==> config.mk <==
export PLATFORM = sky130hd
export DESIGN_NAME = distance_vector_route_table
export DESIGN_NICKNAME = d
export VERILOG_FILES = /design/src/rtl/dvrt_pkg.sv /design/src/rtl/distance_vector_route_table.sv /design/src/rtl/dvrt_ctrl.sv /design/src/rtl/dvrt_datapath.sv
export SDC_FILE = /design/constraint.sdc
export NUM_CORES = 2
export LEC_CHECK = 0
export ABC_AREA = 1
export ABC_CLOCK_PERIOD_IN_PS = 8000
export BUFFER_PORTS_ARGS = -buffer_cell sky130_fd_sc_hd__buf_2
export CORE_MARGIN = 8
export CORE_UTILIZATION = 40
export DETAILED_ROUTE_END_ITERATION = 16
export HOLD_SLACK_MARGIN = 0.02
export SYNTH_ARGS = -nofsm -noshare
export SYNTH_HDL_FRONTEND = slang
export SYNTH_SLANG_ARGS = --single-unit
==> constraint.sdc <==
create_clock -name clk -period 8 [get_ports clk]
set_input_delay 1.6 -clock clk [delete_from_list [all_inputs] [get_ports clk]]
set_output_delay 1.6 -clock clk [all_outputs]
set_load 0.03 [all_outputs]
==> src/rtl/dvrt_pkg.sv <==
// Shared types and codes for the distance-vector route table.
// No dependencies; imported by the controller, the datapath and the top level.
package dvrt_pkg;

	// Action codes carried on the request channel
	localparam logic ACT_MERGE = 1'b0;
	localparam logic ACT_READ  = 1'b1;

	// Merge outcome codes reported on the response channel
	typedef enum logic [1:0] {
		OUTCOME_UNCHANGED = 2'd0,
		OUTCOME_ADDED     = 2'd1,
		OUTCOME_IMPROVED  = 2'd2,
		OUTCOME_DROPPED   = 2'd3
	} outcome_t;

	// Controller to datapath commands
	typedef struct packed {
		logic capture;     // latch the request fields, restart the scan
		logic scan;        // step the lookup through the stored routes
		logic slot_rd;     // read the slot named by a read request
		logic fin_slot;    // present a slot read result
		logic fin_append;  // append the route (or drop it when full)
		logic fin_update;  // replace a hit route if the metric improves
	} ctrl_cmd_t;

	// Datapath to controller status
	typedef struct packed {
		logic req_action;  // action field of the request now offered
		logic ptr_done;    // scan pointer has reached the route count
		logic hit;         // entry in the read stage matches the destination
		logic out_free;    // response register can take a new transaction
	} ctrl_status_t;

endpackage

==> src/rtl/distance_vector_route_table.sv <==
// Distance-vector route table. A merge scans the stored routes in order and
// ends the lookup at the first hit or at the end of the stored routes; a new
// request is taken only once the previous transaction has finished. The lookup reads one stored
// route per cycle through the single read port.
// Reset (arst_n, asynchronous) empties the table at once: the fill count
// is cleared, no memory clearing pass is needed.
module distance_vector_route_table #(
	parameter int TABLE_DEPTH  = 64,
	parameter int METRIC_WIDTH = 16
) (
	input  logic        clk,
	input  logic        arst_n,
	input  logic        req_valid,
	output logic        req_stall,
	input  logic        action,
	input  logic [7:0]  destination,
	input  logic [15:0] advertised_metric,
	input  logic [7:0]  from_router,
	input  logic [7:0]  link_cost,
	input  logic        last_of_table,
	input  logic [5:0]  slot_index,
	output logic        rsp_valid,
	input  logic        rsp_stall,
	output logic [1:0]  outcome,
	output logic        table_changed,
	output logic        slot_valid,
	output logic [7:0]  out_destination,
	output logic [7:0]  out_next_hop,
	output logic [15:0] out_metric
);
	import dvrt_pkg::*;

	ctrl_cmd_t    cmd;
	ctrl_status_t status;

	dvrt_ctrl u_ctrl (
		.clk       (clk),
		.arst_n    (arst_n),
		.req_valid (req_valid),
		.req_stall (req_stall),
		.status    (status),
		.cmd       (cmd)
	);

	dvrt_datapath #(
		.TABLE_DEPTH  (TABLE_DEPTH),
		.METRIC_WIDTH (METRIC_WIDTH)
	) u_datapath (
		.clk               (clk),
		.arst_n            (arst_n),
		.cmd               (cmd),
		.status            (status),
		.action            (action),
		.destination       (destination),
		.advertised_metric (advertised_metric),
		.from_router       (from_router),
		.link_cost         (link_cost),
		.last_of_table     (last_of_table),
		.slot_index        (slot_index),
		.rsp_valid         (rsp_valid),
		.rsp_stall         (rsp_stall),
		.outcome           (outcome),
		.table_changed     (table_changed),
		.slot_valid        (slot_valid),
		.out_destination   (out_destination),
		.out_next_hop      (out_next_hop),
		.out_metric        (out_metric)
	);

endmodule

==> src/rtl/dvrt_ctrl.sv <==
// Sequencer for the route table: accept, lookup, commit and respond.
// Depends on dvrt_pkg for the command and status structs.
module dvrt_ctrl (
	input  logic                   clk,
	input  logic                   arst_n,
	input  logic                   req_valid,
	output logic                   req_stall,
	input  dvrt_pkg::ctrl_status_t status,
	output dvrt_pkg::ctrl_cmd_t    cmd
);
	import dvrt_pkg::*;

	typedef enum logic [2:0] {
		ST_IDLE,
		ST_SLOT_RD,
		ST_SLOT_OUT,
		ST_LOOKUP,
		ST_APPEND,
		ST_UPDATE
	} state_t;

	state_t state_q;

	// Requests are taken only between transactions
	assign req_stall = (state_q != ST_IDLE);

	// Command decode
	always_comb begin
		cmd = '0;
		unique case (state_q)
			ST_IDLE:     cmd.capture    = req_valid;
			ST_SLOT_RD:  cmd.slot_rd    = 1'b1;
			ST_SLOT_OUT: cmd.fin_slot   = status.out_free;
			ST_LOOKUP:   cmd.scan       = 1'b1;
			ST_APPEND:   cmd.fin_append = status.out_free;
			ST_UPDATE:   cmd.fin_update = status.out_free;
			default:     cmd = '0;
		endcase
	end

	// State register
	always_ff @(posedge clk or negedge arst_n) begin
		if (!arst_n) begin
			state_q <= ST_IDLE;
		end else begin
			unique case (state_q)
				ST_IDLE: begin
					if (req_valid) begin
						state_q <= (status.req_action == ACT_READ) ? ST_SLOT_RD : ST_LOOKUP;
					end
				end
				ST_SLOT_RD: begin
					state_q <= ST_SLOT_OUT;
				end
				ST_LOOKUP: begin
					// a hit wins over the end of the scan
					priority if (status.hit) begin
						state_q <= ST_UPDATE;
					end else if (status.ptr_done) begin
						state_q <= ST_APPEND;
					end
				end
				ST_SLOT_OUT, ST_APPEND, ST_UPDATE: begin
					if (status.out_free) begin
						state_q <= ST_IDLE;
					end
				end
				default: begin
					state_q <= ST_IDLE;
				end
			endcase
		end
	end

endmodule

==> src/rtl/dvrt_datapath.sv <==
// Route storage, lookup pipeline, metric arithmetic and response register.
// Depends on dvrt_pkg; driven by dvrt_ctrl through the command struct.
module dvrt_datapath #(
	parameter int TABLE_DEPTH  = 64,
	parameter int METRIC_WIDTH = 16
) (
	input  logic                   clk,
	input  logic                   arst_n,
	input  dvrt_pkg::ctrl_cmd_t    cmd,
	output dvrt_pkg::ctrl_status_t status,
	input  logic                   action,
	input  logic [7:0]             destination,
	input  logic [15:0]            advertised_metric,
	input  logic [7:0]             from_router,
	input  logic [7:0]             link_cost,
	input  logic                   last_of_table,
	input  logic [5:0]             slot_index,
	output logic                   rsp_valid,
	input  logic                   rsp_stall,
	output logic [1:0]             outcome,
	output logic                   table_changed,
	output logic                   slot_valid,
	output logic [7:0]             out_destination,
	output logic [7:0]             out_next_hop,
	output logic [15:0]            out_metric
);
	import dvrt_pkg::*;

	localparam int MW = METRIC_WIDTH;
	localparam int AW = $clog2(TABLE_DEPTH);
	localparam int CW = $clog2(TABLE_DEPTH + 1);
	localparam int SW = (CW > 6) ? CW : 6;
	localparam int EW = 16 + MW;
	localparam int XW = MW + 17;
	localparam logic [MW-1:0] METRIC_MAX = '1;
	localparam logic [CW-1:0] DEPTH_C    = CW'(TABLE_DEPTH);

	// Route entry: {destination, next hop, metric}
	logic [EW-1:0] mem [TABLE_DEPTH];

	logic [7:0]    dest_q;
	logic [7:0]    from_q;
	logic [MW-1:0] cand_q;
	logic          last_q;
	logic [5:0]    slot_q;

	logic [CW-1:0] ptr_q;
	logic [CW-1:0] count_q;
	logic          pending_q;

	logic [EW-1:0] rd_data_s1;
	logic [AW-1:0] rd_addr_s1;
	logic          rv_s1;
	logic          slot_ok_s1;

	logic          out_valid_q;
	outcome_t      outcome_q;
	logic          changed_q;
	logic          svalid_q;
	logic [7:0]    odest_q;
	logic [7:0]    onext_q;
	logic [15:0]   ometric_q;

	// Candidate metric: clamp the advertisement, add the link cost, saturate
	logic [XW-1:0] adv_x, max_x, adv_c, sum_x;
	logic [MW-1:0] cand_d;
	always_comb begin
		adv_x  = XW'(advertised_metric);
		max_x  = XW'(METRIC_MAX);
		adv_c  = (adv_x > max_x) ? max_x : adv_x;
		sum_x  = adv_c + XW'(link_cost);
		cand_d = (sum_x > max_x) ? METRIC_MAX : sum_x[MW-1:0];
	end

	// Request capture
	always_ff @(posedge clk) begin
		if (cmd.capture) begin
			dest_q   <= destination;
			from_q   <= from_router;
			cand_q   <= cand_d;
			last_q   <= last_of_table;
			slot_q   <= slot_index;
		end
	end

	// Lookup and slot read share the one read port
	logic [SW-1:0] slot_ext;
	logic          slot_ok;
	logic          full;
	logic          hit;
	logic          scan_rd;
	logic          rd_en;
	logic [AW-1:0] rd_addr;
	logic [MW-1:0] rd_metric;
	logic          improve;

	assign slot_ext  = SW'(slot_q);
	assign slot_ok   = (slot_ext < SW'(count_q));
	assign full      = (count_q == DEPTH_C);
	assign rd_metric = rd_data_s1[MW-1:0];
	assign hit       = rv_s1 && (rd_data_s1[EW-1:EW-8] == dest_q);
	assign improve   = (cand_q < rd_metric);
	assign scan_rd   = cmd.scan && (ptr_q != count_q) && !hit;
	assign rd_en     = scan_rd || (cmd.slot_rd && slot_ok);
	assign rd_addr   = cmd.scan ? ptr_q[AW-1:0] : slot_ext[AW-1:0];

	always_ff @(posedge clk) begin
		if (rd_en) begin
			rd_data_s1 <= mem[rd_addr];
			rd_addr_s1 <= rd_addr;
		end
	end

	always_ff @(posedge clk or negedge arst_n) begin
		if (!arst_n) begin
			rv_s1      <= 1'b0;
			slot_ok_s1 <= 1'b0;
			ptr_q      <= '0;
		end else begin
			rv_s1 <= scan_rd;
			if (cmd.slot_rd) begin
				slot_ok_s1 <= slot_ok;
			end
			if (cmd.capture) begin
				ptr_q <= '0;
			end else if (scan_rd) begin
				ptr_q <= ptr_q + 1'b1;
			end
		end
	end

	// Table write: append at the fill count, or replace the hit entry
	logic          wr_en;
	logic [AW-1:0] wr_addr;
	assign wr_en   = (cmd.fin_append && !full) || (cmd.fin_update && improve);
	assign wr_addr = cmd.fin_append ? count_q[AW-1:0] : rd_addr_s1;

	always_ff @(posedge clk) begin
		if (wr_en) begin
			mem[wr_addr] <= {dest_q, from_q, cand_q};
		end
	end

	// Route count and change tracking over one advertisement
	logic merge_fin;
	logic pend_new;
	assign merge_fin = cmd.fin_append || cmd.fin_update;
	assign pend_new  = pending_q || wr_en;

	always_ff @(posedge clk or negedge arst_n) begin
		if (!arst_n) begin
			count_q   <= '0;
			pending_q <= 1'b0;
		end else begin
			if (cmd.fin_append && !full) begin
				count_q <= count_q + 1'b1;
			end
			if (merge_fin) begin
				pending_q <= last_q ? 1'b0 : pend_new;
			end
		end
	end

	// Response register
	logic [MW-1:0] metric_inc;
	logic [MW+15:0] metric_ext;
	assign metric_inc = (rd_metric == METRIC_MAX) ? METRIC_MAX : rd_metric + 1'b1;
	assign metric_ext = {16'b0, metric_inc};

	always_ff @(posedge clk or negedge arst_n) begin
		if (!arst_n) begin
			out_valid_q <= 1'b0;
		end else if (cmd.fin_slot || merge_fin) begin
			out_valid_q <= 1'b1;
		end else if (!rsp_stall) begin
			out_valid_q <= 1'b0;
		end
	end

	always_ff @(posedge clk) begin
		if (cmd.fin_slot) begin
			outcome_q <= OUTCOME_UNCHANGED;
			changed_q <= 1'b0;
			svalid_q  <= slot_ok_s1;
			odest_q   <= slot_ok_s1 ? rd_data_s1[EW-1:EW-8] : 8'd0;
			onext_q   <= slot_ok_s1 ? rd_data_s1[EW-9:MW] : 8'd0;
			ometric_q <= slot_ok_s1 ? metric_ext[15:0] : 16'd0;
		end else if (merge_fin) begin
			priority if (cmd.fin_append) begin
				outcome_q <= full ? OUTCOME_DROPPED : OUTCOME_ADDED;
			end else if (improve) begin
				outcome_q <= OUTCOME_IMPROVED;
			end else begin
				outcome_q <= OUTCOME_UNCHANGED;
			end
			changed_q <= last_q && pend_new;
			svalid_q  <= 1'b0;
			odest_q   <= 8'd0;
			onext_q   <= 8'd0;
			ometric_q <= 16'd0;
		end
	end

	assign rsp_valid       = out_valid_q;
	assign outcome         = outcome_q;
	assign table_changed   = changed_q;
	assign slot_valid      = svalid_q;
	assign out_destination = odest_q;
	assign out_next_hop    = onext_q;
	assign out_metric      = ometric_q;

	// Status to the controller
	assign status.req_action = action;
	assign status.ptr_done   = (ptr_q == count_q);
	assign status.hit        = hit;
	assign status.out_free   = !out_valid_q || !rsp_stall;

	// Checks
	a_count_bound: assert property (@(posedge clk) disable iff (!arst_n)
		count_q <= DEPTH_C)
		else $error("route count exceeds table depth");

	a_append_count: assert property (@(posedge clk) disable iff (!arst_n)
		(cmd.fin_append && !full) |=> (count_q == $past(count_q) + 1'b1))
		else $error("append did not advance the route count");

	a_last_clears: assert property (@(posedge clk) disable iff (!arst_n)
		(merge_fin && last_q) |=> !pending_q)
		else $error("change flag survived the end of an advertisement");

	a_scan_bound: assert property (@(posedge clk) disable iff (!arst_n)
		scan_rd |-> (ptr_q < count_q))
		else $error("lookup read beyond the stored routes");

endmodule
Yosys cells after proc, flatten, opt, wreduce, memory -nomap -nowiden. Memories as Yosys holds them, arrays and structs flattened. A register that Yosys moved wholly into a read port is not among the register bits. Index checks and enable logic that the tools add are counted.

$add $sub $neg: 4. Magnitude comparators: 3. Equal/unequal tests: 14. Muxes and demuxes: 35. Reductions and logical operators: 23.

Operator list (number): $mux 16 (4); $mux 8 (5); $gt 33x16->1 const B (1); $add 16x8->17 (1); $add 16x1->16 const B (1); $eq 16x16->1 const B (1); $lt 16x16->1 (1); $add 7x1->7 const B (2); $mux 7 (2); $mux 1 (13); $mux 3 (4); $mux 6 (2); $pmux 3 s4 (1); $eq 8x8->1 (1); $mux 2 (4); $eq 7x7->1 (1); $eq 7x7->1 const B (1); $logic_and 1x1->1 (7); $lt 6x7->1 (1); $ne 7x7->1 (1); $eq 3x2->1 const B (2); $eq 3x3->1 const B (2); $logic_or 1x1->1 (6); $logic_not 1->1 (4); 9 further kinds (11).

Register bits: 102. RAM bits: 2048. Bits of input ports: 52. Memories: 1.

Memories: u_datapath.mem (depth 64, width 32, rd ports 1, clocked after Yosys merged registers in 1, write ports 1, line dvrt_datapath.sv:39) `logic [EW-1:0] mem [TABLE_DEPTH];`.

Logic depth before layout (Yosys ltp).
Depth in word-level cells: 7. Gate-level depth with buffers: 15.

Cells and area by module. A second synthesis with hierarchy kept.

Cells, all modules: 9209. Area, all modules: 96437.5 µm².

By module, submodules not included: dvrt_datapath (times used 1, cells each 9164, area an instance 96167.2 µm², sequential area each 65312.6 µm²); dvrt_ctrl (times used 1, cells each 45, area an instance 270.3 µm², sequential area each 75.1 µm²).

Worst setup path before layout. No wires, ideal clock.

Kind: input to register. Start point: in rsp_stall. End point: mem u_datapath.mem[0][0] in the netlist's numbering (enable). Library setup time: 421 ps. Data arrival time: 4204 ps. Required time: 7579 ps. Path slack: 3375 ps. Cell stages on the path: 11. Cells stage by stage: nand2_1 -> inv_1 -> nor3_4 -> nand2_2 -> inv_2 -> or2_2 -> o21ai_1 -> inv_1 -> nor2_1 -> nand2_1 -> nor2_1.

Word-level cells in the longest chain between the ends: 7. Elaborated cells on any way between the ends: 10.

Ends and longest elaborated chain: start: declaration (line distance_vector_route_table.sv:23) `input logic rsp_stall,`; $logic_not 1->1 *; $logic_or 1x1->1 * (line dvrt_datapath.sv:216) `assign status.out_free = !out_valid_q || !rsp_stall;`; $mux 1 (line dvrt_ctrl.sv:30) `unique case (state_q)`; $logic_and 1x1->1 (line dvrt_datapath.sv:135) `assign wr_en = (cmd.fin_append && !full) || (cmd.fin_update && improve);`; $logic_or 1x1->1 (line dvrt_datapath.sv:135); $mux 1 (line dvrt_datapath.sv:139) `if (wr_en) begin`; $mux 1 (not written as such) (line dvrt_datapath.sv:140) `mem[wr_addr] <= {dest_q, from_q, cand_q};`; end: declaration (line dvrt_datapath.sv:39).

Mark *: on every way between the ends. The rest lies on a longest branch, timed or not.

Worst setup path in the final report.
Start point: reg u_datapath.cand_q[15]. End point: mem u_datapath.mem[10][25] in the netlist's numbering (enable).

Word-level cells in the longest chain between the ends: 5.

Ends and longest elaborated chain: start: declaration (line dvrt_datapath.sv:43) `logic [MW-1:0] cand_q;`; start signal: assignment (line dvrt_datapath.sv:80) `cand_q <= cand_d;`; $lt 16x16->1 (line dvrt_datapath.sv:102) `assign improve = (cand_q < rd_metric);`; $logic_and 1x1->1 (line dvrt_datapath.sv:135); $logic_or 1x1->1 (line dvrt_datapath.sv:135); $mux 1 (line dvrt_datapath.sv:139); $mux 1 (not written as such) (line dvrt_datapath.sv:140).

Every way passes these cells.

==> results.md <==
- Status: finished clean
- Die ar.: approximately 0.26 sq mm
- Number of unique standard cell types used by synthesis: 42
- Cell area after synthesis: ~0.096 sq mm
- Most frequently used cell type in the post-synthesis netlist: sky130_fd_sc_hd__edfxtp_1
- Clock slew at reported path FFs: roughly 60 ps
- Tcrit/Tclk final: approximately 63%
- Worst-margin pin slew: roughly 1400 ps
- Yosys warnings: 0
- Router iterations before antenna repair: 8
- Largest stage delay, worst path: between 1000 and 1500 ps
- Power Density: ~340 mW/mm^2
- CTS tree: built
- Num CTS Buffers: between 200 and 250
- Placed insts: approximately 12000
- Class of the worst hold path: reg2reg
- Biggest area contributors in the synthesized netlist: sky130_fd_sc_hd__edfxtp_1 68%, sky130_fd_sc_hd__nand3_1 11%, sky130_fd_sc_hd__nand2_1 8.4%
- CP max FO: 65
- Relative slew margins: between 7 and 8%
- Global-route usage over all layers: a little over a fifth
- Most common library cells after synthesis: 2158 x sky130_fd_sc_hd__edfxtp_1, 2135 x sky130_fd_sc_hd__nand2_1, 2015 x sky130_fd_sc_hd__nand3_1, 1880 x sky130_fd_sc_hd__inv_1, 277 x sky130_fd_sc_hd__buf_2
- Final clock skew: between 60 and 70 ps
- Data arrival time of the critical path: between 5000 and 6000 ps
- Number of flops mapped to enable cells by yosys: roughly 2200
- Wire length of the first global-routing pass: between 400 and 500 mm
- Sequence of cells on the critical path: buf_4 -> ha_1 -> a21oi_1 -> o21ai_0 -> a21oi_1 -> nand3_1 -> nand2_1 -> nand2_1 -> nor2_4 -> buf_4
- Height of the die: ~500 microns
- Final hold violation count: 0
- Worst path slowest cell: sky130_fd_sc_hd__nor2_4
- Area growth, synth to finish: 11.7%
- Via count: between 60000 and 70000
- Final GP Congestion: around 0.9
- Hold_ws: 475 ps
- Number of non-filler instances in the completed layout: roughly 12000
- Post-synthesis average cell area: approximately 10 sq um
- Iteration-0 DRC Markers: ~7700
- Element type at the critical path end: register
- Post-layout min period: around 5100 ps
- Total power consumption of the routed design: between 30 and 40 mW
- Die Wd: ~510 microns
- Final setup violation count: 0
- Fraction of final layout cells sized beyond drive strength 1: around 6.6%
- Antenna viol nets, final: 0
- Root buf cell: sky130_fd_sc_hd__clkbuf_16
- Leading register cell type out of synthesis: sky130_fd_sc_hd__edfxtp_1
- Unrepaired setup endpoints after global routing: false
- Final-layout setup total negative slack: 0 ps
- Detailed-route wire length per cell: around 23 microns
- Type of the worst setup path: reg2reg
- DR DRC count: 0
- Largest net degree at the start of global routing: approximately 170
- Antenna violations before repair: 7
- Leakage power figure: around 44 nW
- Post-synthesis register bit count: 2182
- CP Data Required Time: roughly 8600 ps
- Max-cap violations: 0
- Peak supply drop: 0.000253 V
- Routed via count divided by cell count: ~5.2
- Total gr overflow: 0
- CTS hold repair buffers: 0
- Clock tree sinks: roughly 2200
- Worst slack at placement: approximately 2200 ps
- Core ar.: 0.238 sq mm
- Via count of the first global-routing pass: approximately 61000
- Top Ports: 90
- Startpoint type of the worst setup path: register
- Port Buffer Count: 89
- Async set or reset register ratio after synthesis: less than 1%
- Count of buffers added by post-CTS timing repair for setup: 0
- Top cell type by total area after synthesis: sky130_fd_sc_hd__edfxtp_1
- Net total in the final layout: about 9200
- Total wirelength of the detailed-routed design: around 280 mm
- Achievable clock frequency: slightly below 0.2 GHz
- Number of placement rows: around 180
- Post-DP HPWL: about 160 mm
- CTS max path bufs: 3
- Area fraction of the dominant cell type after synthesis: 67.7%
- Starting utilization of the core area: about two fifths
- Sequential fraction of the synthesis area: about two thirds
- Number of instances in the synthesized netlist: roughly 9100
- Count of pins over their slew limit: 0
- Worst Slack Setup Final: between 2000 and 3000 ps
- H-tree level count: 4
- Number of gates resized after cts: 0
- Clock latency on the worst-skew pair: roughly 870 ps
- Number of nets in the synthesized netlist: between 9000 and 10000
[cells by family (layout without fill, tap and decap cells)]
logic type / after synthesis / after routing / share of synthesized area, %
AND/OR/NAND/NOR: 4437 / 4437 / 20.6
buffers and inverters: 2356 / 2514 / 9.77
flip-flops: 2182 / 2182 / 68.3
AO/OA/AOI/OAI: 76 / 76 / 0.439
XOR/XNOR: 40 / 40 / 0.366
adder cells (fa/ha/maj): 33 / 33 / 0.439
other: 0 / 2 / 0
[worst paths after layout]
path / slack (ps) / end / depth (start not counted) / from
setup / recovery: 2920 / u_datapath.mem[10][25]$_DFFE_PP_ / 10 / u_datapath.cand_q[15]$_SDFFCE_PN1P_
hold / removal: 480 / u_datapath.table_changed$_SDFFE_PP0P_ / 2 / u_datapath.table_changed$_SDFFE_PP0P_
setup reg to reg: 2920 / u_datapath.mem[10][25]$_DFFE_PP_ / 10 / u_datapath.cand_q[15]$_SDFFCE_PN1P_
hold reg to reg: 480 / u_datapath.table_changed$_SDFFE_PP0P_ / 2 / u_datapath.table_changed$_SDFFE_PP0P_
max in group asynchronous: 6870 / u_datapath.count_q[1]$_DFFE_PN0P_ / 1 / arst_n
min in group asynchronous: 750 / u_datapath.rsp_valid$_DFFE_PN0P_ / 1 / arst_n
[placed cells by master, fill, tap and decap left out, types with 3 or more instances in the layout]
master,instances
sky130_fd_sc_hd__clkinvlp_4,8
sky130_fd_sc_hd__xor2_1,30
sky130_fd_sc_hd__o21ai_0,24
sky130_fd_sc_hd__clkinv_1,52
sky130_fd_sc_hd__inv_16,3
sky130_fd_sc_hd__edfxtp_1,2158
sky130_fd_sc_hd__dfrtp_1,21
sky130_fd_sc_hd__nand3b_1,128
sky130_fd_sc_hd__nor2_4,64
sky130_fd_sc_hd__or2_2,8
sky130_fd_sc_hd__buf_12,21
sky130_fd_sc_hd__nand4_1,9
sky130_fd_sc_hd__o31ai_1,4
sky130_fd_sc_hd__o21ai_4,6
sky130_fd_sc_hd__inv_1,1877
sky130_fd_sc_hd__nand2_2,3
sky130_fd_sc_hd__dfxtp_1,3
sky130_fd_sc_hd__nand3_1,2015
sky130_fd_sc_hd__bufinv_16,19
sky130_fd_sc_hd__nor2_1,54
sky130_fd_sc_hd__xnor2_1,10
sky130_fd_sc_hd__nand2_1,2131
sky130_fd_sc_hd__clkinv_2,30
sky130_fd_sc_hd__inv_2,6
sky130_fd_sc_hd__a21oi_1,30
sky130_fd_sc_hd__inv_6,3
sky130_fd_sc_hd__clkbuf_1,55
sky130_fd_sc_hd__buf_2,89
sky130_fd_sc_hd__a31oi_1,3
sky130_fd_sc_hd__clkinv_16,4
sky130_fd_sc_hd__buf_4,112
sky130_fd_sc_hd__ha_1,32
sky130_fd_sc_hd__clkbuf_16,229
sky130_fd_sc_hd__nor3_1,13
[state kept, by name, indices dropped and copies added (netlist names), 2 cells and up]
register and cells:
u_datapath.dest_q 8, u_datapath.out_destination 8, u_datapath.mem 2048, u_ctrl.state_q 3, u_datapath.out_metric 16, u_datapath.rd_data_s1 32, u_datapath.cand_q 16, u_datapath.count_q 7
u_datapath.slot_q 6, u_datapath.outcome 2, u_datapath.out_next_hop 8, u_datapath.from_q 8, u_datapath.rd_addr_s1 6, u_datapath.ptr_q 7
[critical path: cells and delay by family, from the launching register on]
kind / cells / cell delay [ps]
and+or+nand+nor: 4 / 2490
AOI/OAI and AO/OA: 3 / 380
adders and majority gates: 1 / 400
DFF: 1 / 340
buffers and inverters: 2 / 1040
[power breakdown]
group          leakage, nW  internal [mW]  total (mW)  switching, mW
combinational         20.9           2.87        12.6           9.69
sequential            19.7           13.6        13.9          0.282
clock                 3.47           5.86        10.3           4.45
[stage by stage]
stage          util [%]  area, sq um
4_1_cts            44.9       107000
3_3_place_gp       41.9        99700
3_5_place_dp       41.9        99700
5_1_grt            44.9       107000
2_1_floorplan         -        95700
6_report           44.9       107000
[per-layer routing]
layer | part of all wire [%] | track usage, % | vias up | wire, microns
li1 | - | - | 29800 | -
met1 | 42 | 29.9 | 31500 | 119000
met2 | 45 | 32.8 | 2915 | 125000
met3 | 8.9 | 3.82 | 452 | 25000
met4 | 4.4 | 8.76 | 0 | 12300
met5 | 0 | 0 | - | 0
[cell type report]
class	count	area [sq um]
fillers	21800	131000
flip-flops and latches	2182	65400
multi-input cells	4586	21500
inverters	1886	7090
clock buffers	285	5950
well taps	3167	3960
repair buffers	222	1710
clock inverters	121	1220
diodes	2	5.00
Note: power is estimated with default switching activity, not from simulation.
